## config.mk

```make
export PLATFORM = sky130hd
export DESIGN_NAME = fletcher16_cobs_frame_encoder_top
export DESIGN_NICKNAME = d
export VERILOG_FILES = /design/src/hw/rtl/f16cobs_pkg.sv /design/src/hw/rtl/fletcher16_cobs_frame_encoder_top.sv
export SDC_FILE = /design/constraint.sdc
export NUM_CORES = 1
export LEC_CHECK = 0
export BUFFER_PORTS_ARGS = -buffer_cell sky130_fd_sc_hd__buf_2
export CAP_MARGIN = 20
export CORE_MARGIN = 10
export CORE_UTILIZATION = 40
export CTS_CLUSTER_SIZE = 10
export DETAILED_ROUTE_END_ITERATION = 10
export RECOVER_POWER = 25
export SLEW_MARGIN = 10
export SYNTH_ARGS = -nofsm -noshare
export SYNTH_HDL_FRONTEND = slang
export SYNTH_SLANG_ARGS = --single-unit
```

## constraint.sdc

```tcl
create_clock -name aclk -period 10.1 [get_ports aclk]
set_clock_uncertainty 0.15 [all_clocks]
set_input_delay 2.525 -clock aclk [delete_from_list [all_inputs] [get_ports aclk]]
set_output_delay 2.525 -clock aclk [all_outputs]
set_load 0.02 [all_outputs]
```

## src/hw/rtl/f16cobs_pkg.sv

```systemverilog
// shared types, constants and the mod-255 fold for the fletcher-16 / cobs frame encoder
// no dependencies; imported by fletcher16_cobs_frame_encoder_top, f16cobs_frame_checker and tb
package f16cobs_pkg;

    localparam int PAYLOAD_BYTES = 8;
    localparam int PACKET_BYTES  = 10;
    localparam int COBS_BYTES    = PACKET_BYTES + 1;
    localparam int FRAME_BYTES   = COBS_BYTES + 1;
    localparam int CNT_W         = $clog2(FRAME_BYTES);

    localparam logic [7:0] FRAME_DELIM = 8'h00;
    localparam logic [8:0] MOD_BASE    = 9'd255;

    localparam logic [CNT_W-1:0] LAST_BEAT = CNT_W'(FRAME_BYTES - 1);

    typedef logic [7:0] byte_t;
    typedef byte_t [PACKET_BYTES-1:0] packet_t;
    typedef byte_t [COBS_BYTES-1:0]   cobs_t;
    typedef byte_t [FRAME_BYTES-1:0]  frame_t;

    // 256 = 1 mod 255, so fold the high part onto the low byte, then one correction
    function automatic byte_t mod255(input logic [13:0] v);
        logic [8:0] folded;
        folded = 9'(v[13:8]) + 9'(v[7:0]);
        if (folded >= MOD_BASE) begin
            folded = folded - MOD_BASE;
        end
        return folded[7:0];
    endfunction

endpackage

```

## src/hw/rtl/fletcher16_cobs_frame_encoder_top.sv

```systemverilog
// fletcher-16 checked, cobs framed step-command encoder
// depends on f16cobs_pkg for packet types, frame constants and the mod-255 fold

// Each accepted beat carries two signed 32-bit step counts (x in tdata[31:0], y in
// tdata[63:32]) and produces one 12-byte frame on the byte-wide output: a 0x00
// delimiter followed by the 11 cobs bytes of the little-endian payload plus its
// fletcher-16 checksum (sum1 then sum2), with tlast on the twelfth byte. Three
// register stages (raw sums, mod-255 reduction, cobs encoding) feed a frame
// buffer, which takes a new frame when it is empty or as the last byte of the
// previous frame is taken. The output serializer moves one byte per cycle while
// m_axis_tready is high; up to three further commands are taken into the
// pipeline while a frame is still being sent. No state is kept between commands.
module fletcher16_cobs_frame_encoder_top (
    input  logic        aclk,
    input  logic        aresetn,
    input  logic        s_axis_tvalid,
    output logic        s_axis_tready,
    input  logic [63:0] s_axis_tdata,   // [31:0] x_steps, [63:32] y_steps
    output logic        m_axis_tvalid,
    input  logic        m_axis_tready,
    output logic [7:0]  m_axis_tdata,   // [7:0] frame_byte
    output logic        m_axis_tlast
);
    import f16cobs_pkg::*;

    // stage 1: payload bytes and unreduced fletcher sums
    logic        s1_valid_reg, s1_valid_next;
    logic [63:0] s1_data_reg;
    logic [10:0] s1_sum1_reg, s1_sum1_next;
    logic [13:0] s1_sum2_reg, s1_sum2_next;

    // stage 2: full 10-byte packet
    logic        s2_valid_reg, s2_valid_next;
    packet_t     s2_pkt_reg, s2_pkt_next;

    // stage 3: cobs bytes
    logic        s3_valid_reg, s3_valid_next;
    cobs_t       s3_enc_reg, s3_enc_next;

    // output frame buffer
    logic             ser_valid_reg, ser_valid_next;
    logic [CNT_W-1:0] ser_cnt_reg, ser_cnt_next;
    frame_t           ser_buf_reg;

    logic s1_ready, s2_ready, s3_ready;
    logic ser_done, ser_load;

    // handshake chain, back to front
    assign ser_done = ser_valid_reg && m_axis_tready && (ser_cnt_reg == LAST_BEAT);
    assign ser_load = s3_valid_reg && (!ser_valid_reg || ser_done);
    assign s3_ready = !s3_valid_reg || ser_load;
    assign s2_ready = !s2_valid_reg || s3_ready;
    assign s1_ready = !s1_valid_reg || s2_ready;

    assign s_axis_tready = s1_ready;

    assign s1_valid_next = s1_ready ? s_axis_tvalid : s1_valid_reg;
    assign s2_valid_next = s2_ready ? s1_valid_reg  : s2_valid_reg;
    assign s3_valid_next = s3_ready ? s2_valid_reg  : s3_valid_reg;

    // sum1 is the plain byte sum; sum2 weights byte i by (8 - i)
    always_comb begin
        byte_t b;
        s1_sum1_next = '0;
        s1_sum2_next = '0;
        for (int i = 0; i < PAYLOAD_BYTES; i++) begin
            b = s_axis_tdata[8*i +: 8];
            s1_sum1_next = s1_sum1_next + 11'(b);
            s1_sum2_next = s1_sum2_next + 14'(b) * 14'(PAYLOAD_BYTES - i);
        end
    end

    always_comb begin
        for (int i = 0; i < PAYLOAD_BYTES; i++) begin
            s2_pkt_next[i] = s1_data_reg[8*i +: 8];
        end
        s2_pkt_next[PAYLOAD_BYTES]     = mod255(14'(s1_sum1_reg));
        s2_pkt_next[PAYLOAD_BYTES + 1] = mod255(s1_sum2_reg);
    end

    // each code position holds the distance to the next zero byte or the packet end
    always_comb begin
        logic [PACKET_BYTES-1:0] is_zero;
        byte_t                   code;
        for (int p = 0; p < PACKET_BYTES; p++) begin
            is_zero[p] = (s2_pkt_reg[p] == 8'h00);
        end
        for (int q = 0; q < COBS_BYTES; q++) begin
            code = 8'(COBS_BYTES - q);
            for (int j = PACKET_BYTES - 1; j >= 0; j--) begin
                if (j >= q && is_zero[j]) begin
                    code = 8'(j - q + 1);
                end
            end
            if (q == 0) begin
                s3_enc_next[q] = code;
            end else if (is_zero[q-1]) begin
                s3_enc_next[q] = code;
            end else begin
                s3_enc_next[q] = s2_pkt_reg[q-1];
            end
        end
    end

    always_comb begin
        ser_valid_next = ser_valid_reg;
        ser_cnt_next   = ser_cnt_reg;
        if (ser_load) begin
            ser_valid_next = 1'b1;
            ser_cnt_next   = '0;
        end else if (ser_valid_reg && m_axis_tready) begin
            if (ser_cnt_reg == LAST_BEAT) begin
                ser_valid_next = 1'b0;
            end else begin
                ser_cnt_next = ser_cnt_reg + 1'b1;
            end
        end
    end

    always_ff @(posedge aclk) begin
        if (!aresetn) begin
            s1_valid_reg  <= 1'b0;
            s2_valid_reg  <= 1'b0;
            s3_valid_reg  <= 1'b0;
            ser_valid_reg <= 1'b0;
            ser_cnt_reg   <= '0;
        end else begin
            s1_valid_reg  <= s1_valid_next;
            s2_valid_reg  <= s2_valid_next;
            s3_valid_reg  <= s3_valid_next;
            ser_valid_reg <= ser_valid_next;
            ser_cnt_reg   <= ser_cnt_next;
        end
    end

    always_ff @(posedge aclk) begin
        if (s1_ready) begin
            s1_data_reg <= s_axis_tdata;
            s1_sum1_reg <= s1_sum1_next;
            s1_sum2_reg <= s1_sum2_next;
        end
        if (s2_ready) begin
            s2_pkt_reg <= s2_pkt_next;
        end
        if (s3_ready) begin
            s3_enc_reg <= s3_enc_next;
        end
        if (ser_load) begin
            ser_buf_reg <= {s3_enc_reg, FRAME_DELIM};
        end
    end

    assign m_axis_tvalid = ser_valid_reg;
    assign m_axis_tdata  = ser_buf_reg[ser_cnt_reg];
    assign m_axis_tlast  = (ser_cnt_reg == LAST_BEAT);

`ifndef SYNTHESIS
    // cobs output never carries a zero byte
    a_cobs_no_zero: assert property (@(posedge aclk) disable iff (!aresetn)
        s3_valid_reg |-> (s3_enc_reg[0] != 8'h00 && s3_enc_reg[1] != 8'h00
            && s3_enc_reg[2] != 8'h00 && s3_enc_reg[3] != 8'h00
            && s3_enc_reg[4] != 8'h00 && s3_enc_reg[5] != 8'h00
            && s3_enc_reg[6] != 8'h00 && s3_enc_reg[7] != 8'h00
            && s3_enc_reg[8] != 8'h00 && s3_enc_reg[9] != 8'h00
            && s3_enc_reg[10] != 8'h00))
        else $error("zero byte in cobs stage");

    // reduced checksums stay below 255
    a_sum_range: assert property (@(posedge aclk) disable iff (!aresetn)
        s2_valid_reg |-> (s2_pkt_reg[PAYLOAD_BYTES] != 8'hFF
            && s2_pkt_reg[PAYLOAD_BYTES + 1] != 8'hFF))
        else $error("checksum not reduced mod 255");

    // every frame opens with the delimiter
    a_delim_first: assert property (@(posedge aclk) disable iff (!aresetn)
        (ser_valid_reg && ser_cnt_reg == '0) |-> (m_axis_tdata == FRAME_DELIM))
        else $error("frame does not start with delimiter");

    // the beat counter never runs past the frame
    a_cnt_range: assert property (@(posedge aclk) disable iff (!aresetn)
        ser_valid_reg |-> (ser_cnt_reg <= LAST_BEAT))
        else $error("frame counter out of range");

    // the last beat with nothing queued behind it leaves the output idle
    a_idle_after_last: assert property (@(posedge aclk) disable iff (!aresetn)
        (ser_done && !s3_valid_reg) |=> !m_axis_tvalid)
        else $error("output still valid after last beat");
`endif

endmodule

```

---- Yosys cells after proc, flatten, opt, wreduce, memory -nomap -nowiden ----
Index checks and enable logic that the tools add are counted.
storage, ports and cells
  output and inout port bits .............. 11
  flip-flop bits (word level) ............. 353
  input bits .............................. 68
cells by class
  magnitude comparators ................... 3
  muxes and demuxes ....................... 70
  add/sub/neg operators ................... 19
  reduce and logical (&&, ||, !) cells .... 29
  multiply operators ...................... 4
  eq/ne operators ......................... 1
  bitwise logic cells ..................... 2
operators with widths
  operator                                                                number
  8-bit two-way mux                                                       19
  4-bit two-way mux                                                       21
  8-bit logical NOT                                                       10
  11-bit by 8-bit adder with 11-bit output                                4
  8-bit binary-select mux with 4-bit select                               1
  3-bit two-way mux                                                       10
  14-bit by 10-bit adder with 14-bit output                               2
  8-bit by 3-bit multiplier with 11-bit output (second input constant)    2
  2-bit two-way mux                                                       11
  8-bit by 2-bit multiplier with 10-bit output (second input constant)    2
  9-bit by 8-bit >= comparator with 1-bit output (second input constant)  2
  8-bit subtractor (second input constant)                                2
  13-bit by 11-bit adder with 14-bit output                               1
  14-bit by 8-bit adder with 14-bit output                                1
  14-bit by 9-bit adder with 14-bit output                                1
  12-bit by 11-bit adder with 13-bit output                               1
  11-bit by 11-bit adder with 12-bit output                               1
  10-bit by 8-bit adder with 11-bit output                                1
  9-bit by 8-bit adder with 10-bit output                                 1
  3-bit by 8-bit adder with 9-bit output                                  1
  6-bit by 8-bit adder with 9-bit output                                  1
  8-bit by 8-bit adder with 9-bit output                                  1
  9-bit OR reduction                                                      1
  1-bit two-way mux                                                       8
  other kinds (12)                                                        23

---- Longest topological paths before layout ----
Gate-level depths: netlist (run 1).
  depth in word-level cells ............... 11
  depth in mapped cells ................... 23
  gate-level depth less buffers ........... 23

---- Least setup slack after synthesis (run 1) ----
OpenSTA, ideal clock, no wires.
  path kind ............................... input port to output port
  start point ............................. in m_axis_tready
  end point ............................... out s_axis_tready
  slack ................................... 2481 ps
  cell stages on the path ................. 3
  buffers on the path ..................... 0
  arrival time ............................ 4944 ps
  data required time ...................... 7425 ps
  cell sequence ........................... a21boi_0 and3_1 nand2_1
on the way
  word-level cells in the longest chain between the ends .. 7
ends and longest elaborated chain
  item                            line                                     source
  from (decl)                     fletcher16_cobs_frame_encoder_top.sv:20  input logic m_axis_tready,
  1-bit logical AND (2 in a row)  fletcher16_cobs_frame_encoder_top.sv:49  assign ser_done = ser_valid_reg && m_axis_tready && (ser_cnt_reg == LAST_BEAT);
  1-bit logical OR                fletcher16_cobs_frame_encoder_top.sv:50  assign ser_load = s3_valid_reg && (!ser_valid_reg || ser_done);
  1-bit logical AND               fletcher16_cobs_frame_encoder_top.sv:50
  1-bit logical OR                fletcher16_cobs_frame_encoder_top.sv:51  assign s3_ready = !s3_valid_reg || ser_load;
  1-bit logical OR                fletcher16_cobs_frame_encoder_top.sv:52  assign s2_ready = !s2_valid_reg || s3_ready;
  1-bit logical OR                fletcher16_cobs_frame_encoder_top.sv:53  assign s1_ready = !s1_valid_reg || s2_ready;
  to (decl)                       fletcher16_cobs_frame_encoder_top.sv:17  output logic s_axis_tready,
No other way between the ends.

---- Worst setup path in the final report (run 1) ----
  start point ............................. in s_axis_tdata[17]
  end point ............................... reg s1_sum2_reg[13] (data pin)
on the way
  word-level cells in the longest chain between the ends .. 7
ends and longest elaborated chain
  item                                                    line                                      source
  from (decl)                                             fletcher16_cobs_frame_encoder_top.sv:18   input logic [63:0] s_axis_tdata,
  8-bit by 2-bit multiplier with 10-bit output            fletcher16_cobs_frame_encoder_top.sv:69   s1_sum2_next = s1_sum2_next + 14'(b) * 14'(PAYLOAD_BYTES - i);
  12-bit by 11-bit adder with 13-bit output               fletcher16_cobs_frame_encoder_top.sv:69
  13-bit by 11-bit adder with 14-bit output               fletcher16_cobs_frame_encoder_top.sv:69
  14-bit by 10-bit adder with 14-bit output (2 in a row)  fletcher16_cobs_frame_encoder_top.sv:69
  14-bit by 9-bit adder with 14-bit output                fletcher16_cobs_frame_encoder_top.sv:69
  14-bit by 8-bit adder with 14-bit output                fletcher16_cobs_frame_encoder_top.sv:69
  via s1_sum2_next[13]                                    fletcher16_cobs_frame_encoder_top.sv:30   logic [13:0] s1_sum2_reg, s1_sum2_next;
  to (signal assigned)                                    fletcher16_cobs_frame_encoder_top.sv:140  s1_sum2_reg <= s1_sum2_next;
  to (decl)                                               fletcher16_cobs_frame_encoder_top.sv:30
The timed path passes the listed nets, and every way through them passes these cells.
A chain may end at the register's enable or synchronous reset.

==> results of run 1 <==
-- stage by stage --
stage                     cells  total power (W)  hold WS, ns  utilization (%)  setup WS, ns
after CTS                  1749          0.00581        0.243             45.7          2.62
after global placement     1690          0.00439        0.250             42.8          2.10
after detailed placement   1690          0.00441        0.255             42.8          2.05
after global routing       1750          0.00621        0.262             45.7          2.29
after floorplan            1130          0.00380        0.250                -          2.48
final                      1750          0.00573        0.252             45.7          2.63
-- layout by cell type (no fill, tap or decap), types with 9 or more instances in the layout --
cell type,synthesis,final
edfxtp_1,337,337
inv_1,163,162
fa_1,125,125
buf_2,5,78
ha_1,69,69
clkbuf_16,0,43
nor2_1,40,40
nand2_1,36,34
a21oi_1,24,24
xnor2_1,23,23
a21o_1,22,22
o21ai_0,17,17
nor2b_1,17,16
mux4_2,16,16
nor4_1,14,14
xor2_1,13,13
a31o_2,10,10
mux2_2,9,9
clkbuf_1,54,9
-- power by group --
part	leakage, nW	switching [W]	internal [W]
Clock	0.592	0.000535	0.000821
Combinational	3.69	0.00132	0.00102
Sequential	3.51	0.000109	0.00192
Total	7.78	0.00196	0.00376
-- metal layers --
layer,up-vias,track usage (%)
li1,4088,-
met1,4369,17.9
met2,186,24.3
met3,65,2.55
met4,4,5.16
met5,-,0
-- critical path, delay by kind of cell --
kind,cells,cell delay [ns]
fa+ha+maj,8,3.13
compound gates,7,1.03
buf+inv,7,0.52
simple gates,1,0.32
xor+xnor,1,0.09
-- Yosys cell counts (all sizes together), types with 12 or more instances --
| master | n |
|---|---|
| edfxtp | 337 |
| inv | 163 |
| fa | 125 |
| ha | 69 |
| clkbuf | 54 |
| nor2 | 43 |
| nand2 | 36 |
| a21oi | 25 |
| a21o | 23 |
| xnor2 | 23 |
| o21ai | 21 |
| nor2b | 17 |
| mux4 | 16 |
| nor4 | 16 |
| xor2 | 13 |
| a31o | 12 |
-- cell families (layout without fill, tap and decap cells) --
kind of cell / after synthesis / count (layout)
muxes: 28 / 28
buffers and inverters: 225 / 306
and+or+nand+nor: 169 / 169
DFF: 345 / 345
AOI/OAI and AO/OA: 133 / 133
adders and majority gates: 194 / 194
xor gates and xnor gates: 36 / 36
-- cell type report --
type / count / area share [%]
clock buffers: 52 / 5.75
clock inverters: 7 / 0.570
inverters: 163 / 3.17
multi-input cells: 560 / 31.5
flip-flops and latches: 345 / 53.2
well taps: 539 / 3.49
repair buffers: 84 / 2.36
-- path summary, 6_finish.rpt --
path | endpoint | slack [ns] | depth (start not counted)
hold reg to reg | s2_pkt_reg[10]$_DFFE_PP_ | 0.25 | 0
hold / removal | s2_pkt_reg[10]$_DFFE_PP_ | 0.25 | 0
setup / recovery | s1_sum2_reg[13]$_DFFE_PP_ | 2.63 | 24
setup reg to reg | s1_data_reg[50]$_DFFE_PP_ | 6.49 | 8
==> flow_metrics.tcl, run 1 <==
set metrics [dict create \
    status "completed" \
    synth-edff-count 337 \
    htree_levels 2 \
    synthSimpleGateAreaFrac_pct 5.48 \
    synth_xor_area_share_pct 1.83 \
    crit_start "s_axis_tdata[17]" \
    start_util_pct 40.7 \
    syn_inst 1130 \
    wl_met2_mm 17.8 \
    fp.dieH_um 227 \
    row_count 75 \
    yosysTopAreaCellShare_pct 58.9 \
    ios 79 \
    cap_violations 0 \
    cts_buffers 42 \
    grt_pass1_wl_mm 55.5 \
    grt_use_total_pct 14.3 \
    slew_headroom_pct 29.9 \
    finalSetupTns_ns 0 \
    synth_top_flop_cell "edfxtp_1" \
    hold_class "reg -> reg" \
    yosys_warnings 0 \
    seq_area_frac_synth_pct 59.8 \
    ff_latch_area_um2 10300 \
    clock_path_buffers 3 \
    dieArea_um2 51700 \
    first_pass_iters 5 \
    crit_arrival_ns 7.61 \
    fin_crit_ns 7.47 \
    p_leak_nw 7.78 \
    synth_area_per_cell_um2 15.2 \
    wire_per_inst_um 20.2 \
    io_buffers 78 \
    synth-compound-area-share_pct 5.45 \
    cts_hold_buf 0 \
    diodes 0 \
    area_growth_pct 12.4 \
    max_freq_ghz 0.134 \
    dp_hpwl_mm 27.7 \
    top_layer "met5" \
    crit_slowest_cell "fa_1" \
    initialDrtViolationCount 476 \
    grt_max_degree 85 \
    critPathLaunchType "input pin" \
    root_buffer "clkbuf_16" \
    maxSlewViolCount 0 \
    hold_viol_final 0 \
    routed_wl_mm 35.4 \
    cts.repair.resized 0 \
    wl_met1_mm 15.1 \
    ys_types 65 \
    ant_nets 0 \
    fin_nets 1458 \
    antenna_found_initial 2 \
    fp.dieW_um 227 \
    drt-vias-per-instance 4.98 \
    clock-sinks 345 \
    cts_setup_buffers 0 \
    tightest_slew_ns 1.05 \
    yosys.area_share.adder_pct 19.6 \
    synth_top_area_cell "edfxtp_1" \
    dr_wl_met3_mm 1.45 \
    irDropWorstVdd_uv 504 \
    min_from "s1_data_reg[10]$_DFFE_PP_" \
    fp.coreArea_um2 42200 \
    synth-seq-cells 345 \
    fill_cells 3701 \
    tritoncts "done" \
    synth_top_family_by_area "adder cells" \
    grt_pass1_vias 9475 \
    multi_input_area_um2 6080 \
    finalSetupViolations 0 \
    worst-setup-path-type "in -> reg" \
    clk_pin_slew_ns 0.06 \
    crit_fanout 5 \
    drc_errors 0 \
    drive_above_1_share_pct 16.0 \
    rsz0062_at_grt "false" \
    fin_area_um2 19300 \
    worst_setup_path_end_kind "flip-flop" \
    synthesis.area_um2 17200 \
    r2r_start "ser_cnt_reg[0]$_SDFFE_PP0P_" \
    place.gp.congestion 0.877 \
    max_stage_delay_ns 0.53 \
    p_per_area_nw_per_um2 297 \
    place_area_um2 18100 \
    synth.area.top_cells "edfxtp_1 (59%), fa_1 (15%), ha_1 (5.0%)" \
    crit_required_ns 10.24 \
    vias 8712 \
    synthArstFlopShare_pct 0 \
    synthMuxAreaShare_pct 2.87 \
    crit_chain "buf_2 -> ha_1 -> inv_1 -> fa_1 -> inv_1 -> a21o_1 -> a21oi_1 -> o21bai_1 -> a21o_1 -> xnor2_1 -> fa_1 -> ha_1 -> inv_1 -> fa_1 -> inv_1 -> fa_1 -> inv_1 -> fa_1 -> inv_1 -> ha_1 -> or2_2 -> a21oi_1 -> a21oi_1 -> a31o_2" \
    period_share_pct 74.0 \
    path_common_cell "inv_1" \
    clk_latency_ns 0.54 \
    overflow 0 \
    syn_nets 1392 \
]
Power figures use the tool's default switching activity.
==> run 2, diff against run 1 <==
- clock period: 10.1 -> 6.9 ns (I/O delays scaled with it)
==> flow_metrics.tcl, run 2 (synthesized netlist as in run 1, its figures left out) <==
set metrics [dict create \
    status "completed" \
    htree_levels 2 \
    clock_path_buffers 3 \
    clock-sinks 345 \
    hold_viol_final 0 \
    irDropWorstVdd_uv 730 \
    critPathLaunchType "input pin" \
    row_count 75 \
    worst_setup_path_end_kind "flip-flop" \
    setup_slack_ns 0.240 \
    p_leak_nw 7.86 \
    drive_above_1_share_pct 17.3 \
    overflow 0 \
    slew_headroom_pct 38.4 \
    ant_nets 0 \
    crit_required_ns 7.03 \
    drc_errors 0 \
    routed_wl_mm 35.9 \
    layout_commonest_cell "edfxtp_1" \
    holdWs_ns 0.255 \
    fin_nets 1478 \
    cap_violations 0 \
    final_cell_mix "edfxtp_1 (337), inv_1 (162), fa_1 (125)" \
    p_per_area_nw_per_um2 439 \
    period_share_pct 96.5 \
    fp.dieH_um 227 \
    tritoncts "done" \
    first_pass_iters 4 \
    fp.dieW_um 227 \
    dp_hpwl_mm 28.2 \
    area_growth_pct 12.9 \
    clk_pin_slew_ns 0.05 \
    dieArea_um2 51700 \
    finalSetupViolations 0 \
    crit_arrival_ns 6.79 \
    crit_fanout 4 \
    drt-vias-per-instance 4.96 \
    grt_pass1_wl_mm 55.7 \
    rsz0062_at_grt "false" \
    fp.coreArea_um2 42200 \
    start_util_pct 40.7 \
    initialDrtViolationCount 427 \
    vias 8786 \
    root_buffer "clkbuf_16" \
    place.gp.congestion 0.878 \
    grt_max_degree 85 \
    grt_use_total_pct 14.4 \
    io_buffers 78 \
    ios 79 \
    hold_class "reg -> reg" \
    clk_latency_ns 0.54 \
    worst-setup-path-type "in -> reg" \
    post-place-ws_ns -0.353 \
    maxSlewViolCount 0 \
    cts_buffers 41 \
    wire_per_inst_um 20.2 \
    antenna_found_initial 2 \
    tightest_slew_ns 0.916 \
    grt_pass1_vias 9469 \
    max_freq_ghz 0.150 \
    fin_crit_ns 6.66 \
]
run 2: cell types whose count changed in the layout (fill, tap and decap cells not counted):
cell,previous run,this run
buf_4,5,26
clkinv_1,0,2
diode_2,0,1
clkinv_2,1,2
clkinvlp_4,1,0
bufinv_16,2,1
clkbuf_16,43,41
o41ai_1,1,0
clkbuf_1,9,10
o41ai_2,0,1
run 2: critical path: stages:
cell and delay [ns]:
buf_2 0.17, ha_1 0.25, inv_1 0.07, fa_1 0.40
inv_1 0.08, a21o_1 0.14, a21oi_1 0.10, o21bai_1 0.14
a21o_1 0.16, xnor2_1 0.09, fa_1 0.37, ha_1 0.28
inv_1 0.05, fa_1 0.50, inv_1 0.05, fa_1 0.49
inv_1 0.06, fa_1 0.53, inv_1 0.04, ha_1 0.29
or2_2 0.31, a21oi_1 0.14, a21oi_1 0.08, a31o_2 0.26
run 2: power by group:
| part | switching, W | total (W) | internal [W] |
|---|---|---|---|
| Sequential | 0.000161 | 0.00297 | 0.00281 |
| Combinational | 0.00200 | 0.00366 | 0.00166 |
| Clock | 0.000776 | 0.00189 | 0.00112 |
run 2: per-stage QoR:
step	area (um^2)	util (%)	instances	TNS (ns)	total power, W
2_1_floorplan	17200	-	1130	0	0.00556
3_3_place_gp	18200	43.2	1711	-0.864	0.00663
3_5_place_dp	18200	43.2	1711	-1.25	0.00669
4_1_cts	19400	45.9	1770	0	0.00863
5_1_grt	19400	46.0	1771	0	0.00919
6_report	19400	46.0	1772	0	0.00852
run 2: cell type report:
cell class / instances / area [um^2]
tap: 539 / 674
inverter: 163 / 612
clock buffer: 51 / 1060
multi-input combinational: 560 / 6080
sequential: 345 / 10300
fill: 3687 / 22800
antenna: 1 / 2.50
clock inverter: 8 / 85.1
timing repair buffer: 105 / 613
run 2: worst paths after layout:
| path | end | cells past startpoint | slack (ns) | startpoint |
|---|---|---|---|---|
| setup / recovery | s1_sum2_reg[13]$_DFFE_PP_ | 24 | 0.24 | s_axis_tdata[17] |
| hold / removal | s2_pkt_reg[38]$_DFFE_PP_ | 0 | 0.26 | s1_data_reg[38]$_DFFE_PP_ |
| setup reg to reg | s1_data_reg[58]$_DFFE_PP_ | 8 | 3.30 | ser_cnt_reg[0]$_SDFFE_PP0P_ |
| hold reg to reg | s2_pkt_reg[38]$_DFFE_PP_ | 0 | 0.26 | s1_data_reg[38]$_DFFE_PP_ |
run 2: what timing repair did:
item,4_1_cts,5_1_grt
hold buffers,0,0
buffers inserted,0,0
gates resized for setup,0,1
setup endpoints to repair,0,2
run 2: metal layers:
layer / track usage (%) / wire length (um)
met5: 0 / 17
met3: 2.65 / 1540
met4: 4.45 / 914
met1: 18.2 / 15100
met2: 24.6 / 18300
==> run 3, diff against run 2 <==
- ABC_AREA: not set -> 1
==> flow_metrics.tcl, run 3 <==
set metrics [dict create \
    synthesis.area_um2 17400 \
    synth-edff-count 337 \
    cts_hold_buf 0 \
    final_cell_mix "edfxtp_1 (337), inv_1 (229), fa_1 (125)" \
    synth_xor_area_share_pct 1.36 \
    synth_common_cells "edfxtp_1 (337), inv_1 (230), nand2_1 (126)" \
    vias 9643 \
    crit_arrival_ns 6.70 \
    crit_required_ns 7.02 \
    syn_inst 1344 \
    wire_per_inst_um 18.2 \
    fp.coreArea_um2 43100 \
    synth-seq-cells 345 \
    fin_nets 1690 \
    place.gp.congestion 0.865 \
    synthArstFlopShare_pct 0 \
    hold_class "reg -> reg" \
    top_layer "met4" \
    cts.repair.resized 0 \
    ant_nets 0 \
    drc_errors 0 \
    place_area_um2 18500 \
    fin_area_um2 19700 \
    tightest_slew_ns 0.835 \
    fp.dieW_um 229 \
    grt_use_total_pct 14.2 \
    routed_wl_mm 36.7 \
    dieArea_um2 52400 \
    synth.most_common_cell "edfxtp_1" \
    wl_met1_mm 16.7 \
    initialDrtViolationCount 446 \
    area_growth_pct 13.0 \
    first_pass_iters 4 \
    layout_commonest_cell "edfxtp_1" \
    dp_hpwl_mm 28.8 \
    grt_pass1_wl_mm 58.0 \
    hold_viol_final 0 \
    synth_area_per_cell_um2 13.0 \
    synth-compound-area-share_pct 5.58 \
    worst_setup_path_end_kind "flip-flop" \
    seq_area_frac_synth_pct 58.9 \
    cts_setup_buffers 0 \
    overflow 0 \
    synthMuxAreaShare_pct 0 \
    p_per_area_nw_per_um2 433 \
    wl_met2_mm 17.8 \
    tritoncts "done" \
    cts_buffers 41 \
    crit_fanout 4 \
    synthSimpleGateAreaFrac_pct 8.34 \
    synth_top_family_by_area "adder cells" \
    clock_path_buffers 3 \
    yosys.area_share.adder_pct 19.3 \
    fin_crit_ns 6.58 \
    cap_violations 0 \
    synth.area.top_cells "edfxtp_1 (58%), fa_1 (14%), ha_1 (4.9%)" \
    grt_pass1_vias 10301 \
    fill_cells 3881 \
    root_buffer "clkbuf_16" \
    dr_wl_met3_mm 1.52 \
    start_util_pct 40.5 \
    ys_types 47 \
    status "completed" \
    period_share_pct 95.3 \
    slew_headroom_pct 43.8 \
    io_buffers 78 \
    fp.dieH_um 229 \
    drive_above_1_share_pct 13.6 \
    synth_top_flop_cell "edfxtp_1" \
    grt_max_degree 87 \
    row_count 76 \
    worst-setup-path-type "in -> reg" \
    clk_pin_slew_ns 0.05 \
    p_leak_nw 8.30 \
    maxSlewViolCount 0 \
    clk_latency_ns 0.53 \
    irDropWorstVdd_uv 299 \
    antenna_found_initial 0 \
    htree_levels 2 \
    clock-sinks 345 \
    post-place-ws_ns -0.338 \
    synth_top_area_cell "edfxtp_1" \
    syn_nets 1606 \
    ios 79 \
    drt-vias-per-instance 4.77 \
    diodes 0 \
    setup_slack_ns 0.323 \
    max_freq_ghz 0.152 \
    finalSetupTns_ns 0 \
    critPathLaunchType "input pin" \
    finalSetupViolations 0 \
    yosysTopAreaCellShare_pct 58.0 \
    yosys_warnings 0 \
]
## run 3: stage by stage
stage                     cells  power, W  hold slack [ns]  utilization, %
final                      2021   0.00854            0.264            45.8
after global routing       2021   0.00930            0.262            45.8
after CTS                  2019   0.00865            0.262            45.6
after detailed placement   1968   0.00677            0.255            43.0
after global placement     1968   0.00666            0.250            43.0
after floorplan            1344   0.00572            0.250               -
## run 3: worst paths after layout
path                                    start                        end  slack, ns  depth (start not counted)
setup / recovery             s_axis_tdata[16]  s1_sum2_reg[13]$_DFFE_PP_       0.32                         22
hold / removal      s1_data_reg[37]$_DFFE_PP_   s2_pkt_reg[37]$_DFFE_PP_       0.26                          0
hold reg to reg     s1_data_reg[37]$_DFFE_PP_   s2_pkt_reg[37]$_DFFE_PP_       0.26                          0
setup reg to reg  ser_cnt_reg[3]$_SDFFE_PP0P_  s1_data_reg[56]$_DFFE_PP_       3.40                         11
## run 3: area by class of cell
class	instances	area [um^2]	area share, %
clock buffers	43	1030	5.24
well taps	585	732	3.71
flip-flops and latches	345	10300	52.1
clock inverters	8	87.6	0.444
multi-input cells	697	6060	30.7
repair buffers	106	641	3.25
inverters	237	890	4.51
## run 3: routing by layer
metal / track usage, % / vias to the layer above
met5: 0 / -
met4: 4.14 / 0
met3: 2.44 / 45
met2: 23.7 / 189
met1: 18.7 / 4773
li1: - / 4636
## run 3: kinds of logic after synthesis
kind of cell / Yosys count
AND/OR/NAND/NOR: 315
adder cells (fa/ha/maj): 194
XOR/XNOR: 27
buffers and inverters: 302
AO/OA/AOI/OAI: 161
flip-flops: 345
## run 3: power by group
group / total [W] / internal [W] / switching [W]
Sequential: 0.00293 / 0.00281 / 0.000123
Combinational: 0.00375 / 0.00154 / 0.00220
Clock: 0.00186 / 0.00110 / 0.000761
Total: 0.00854 / 0.00545 / 0.00309
## run 3: critical path: stages
cell      delay, ns
buf_2          0.15
ha_1           0.19
inv_1          0.05
fa_1           0.42
o21ai_2        0.18
a21oi_1        0.09
o21bai_1       0.21
xor2_1         0.21
fa_1           0.45
ha_1           0.32
fa_1           0.50
inv_1          0.05
fa_1           0.46
fa_1           0.54
inv_1          0.04
ha_1           0.33
a21oi_1        0.14
o21ai_0        0.11
a21oi_1        0.18
o21ai_1        0.12
a21oi_1        0.14
o21bai_1       0.07
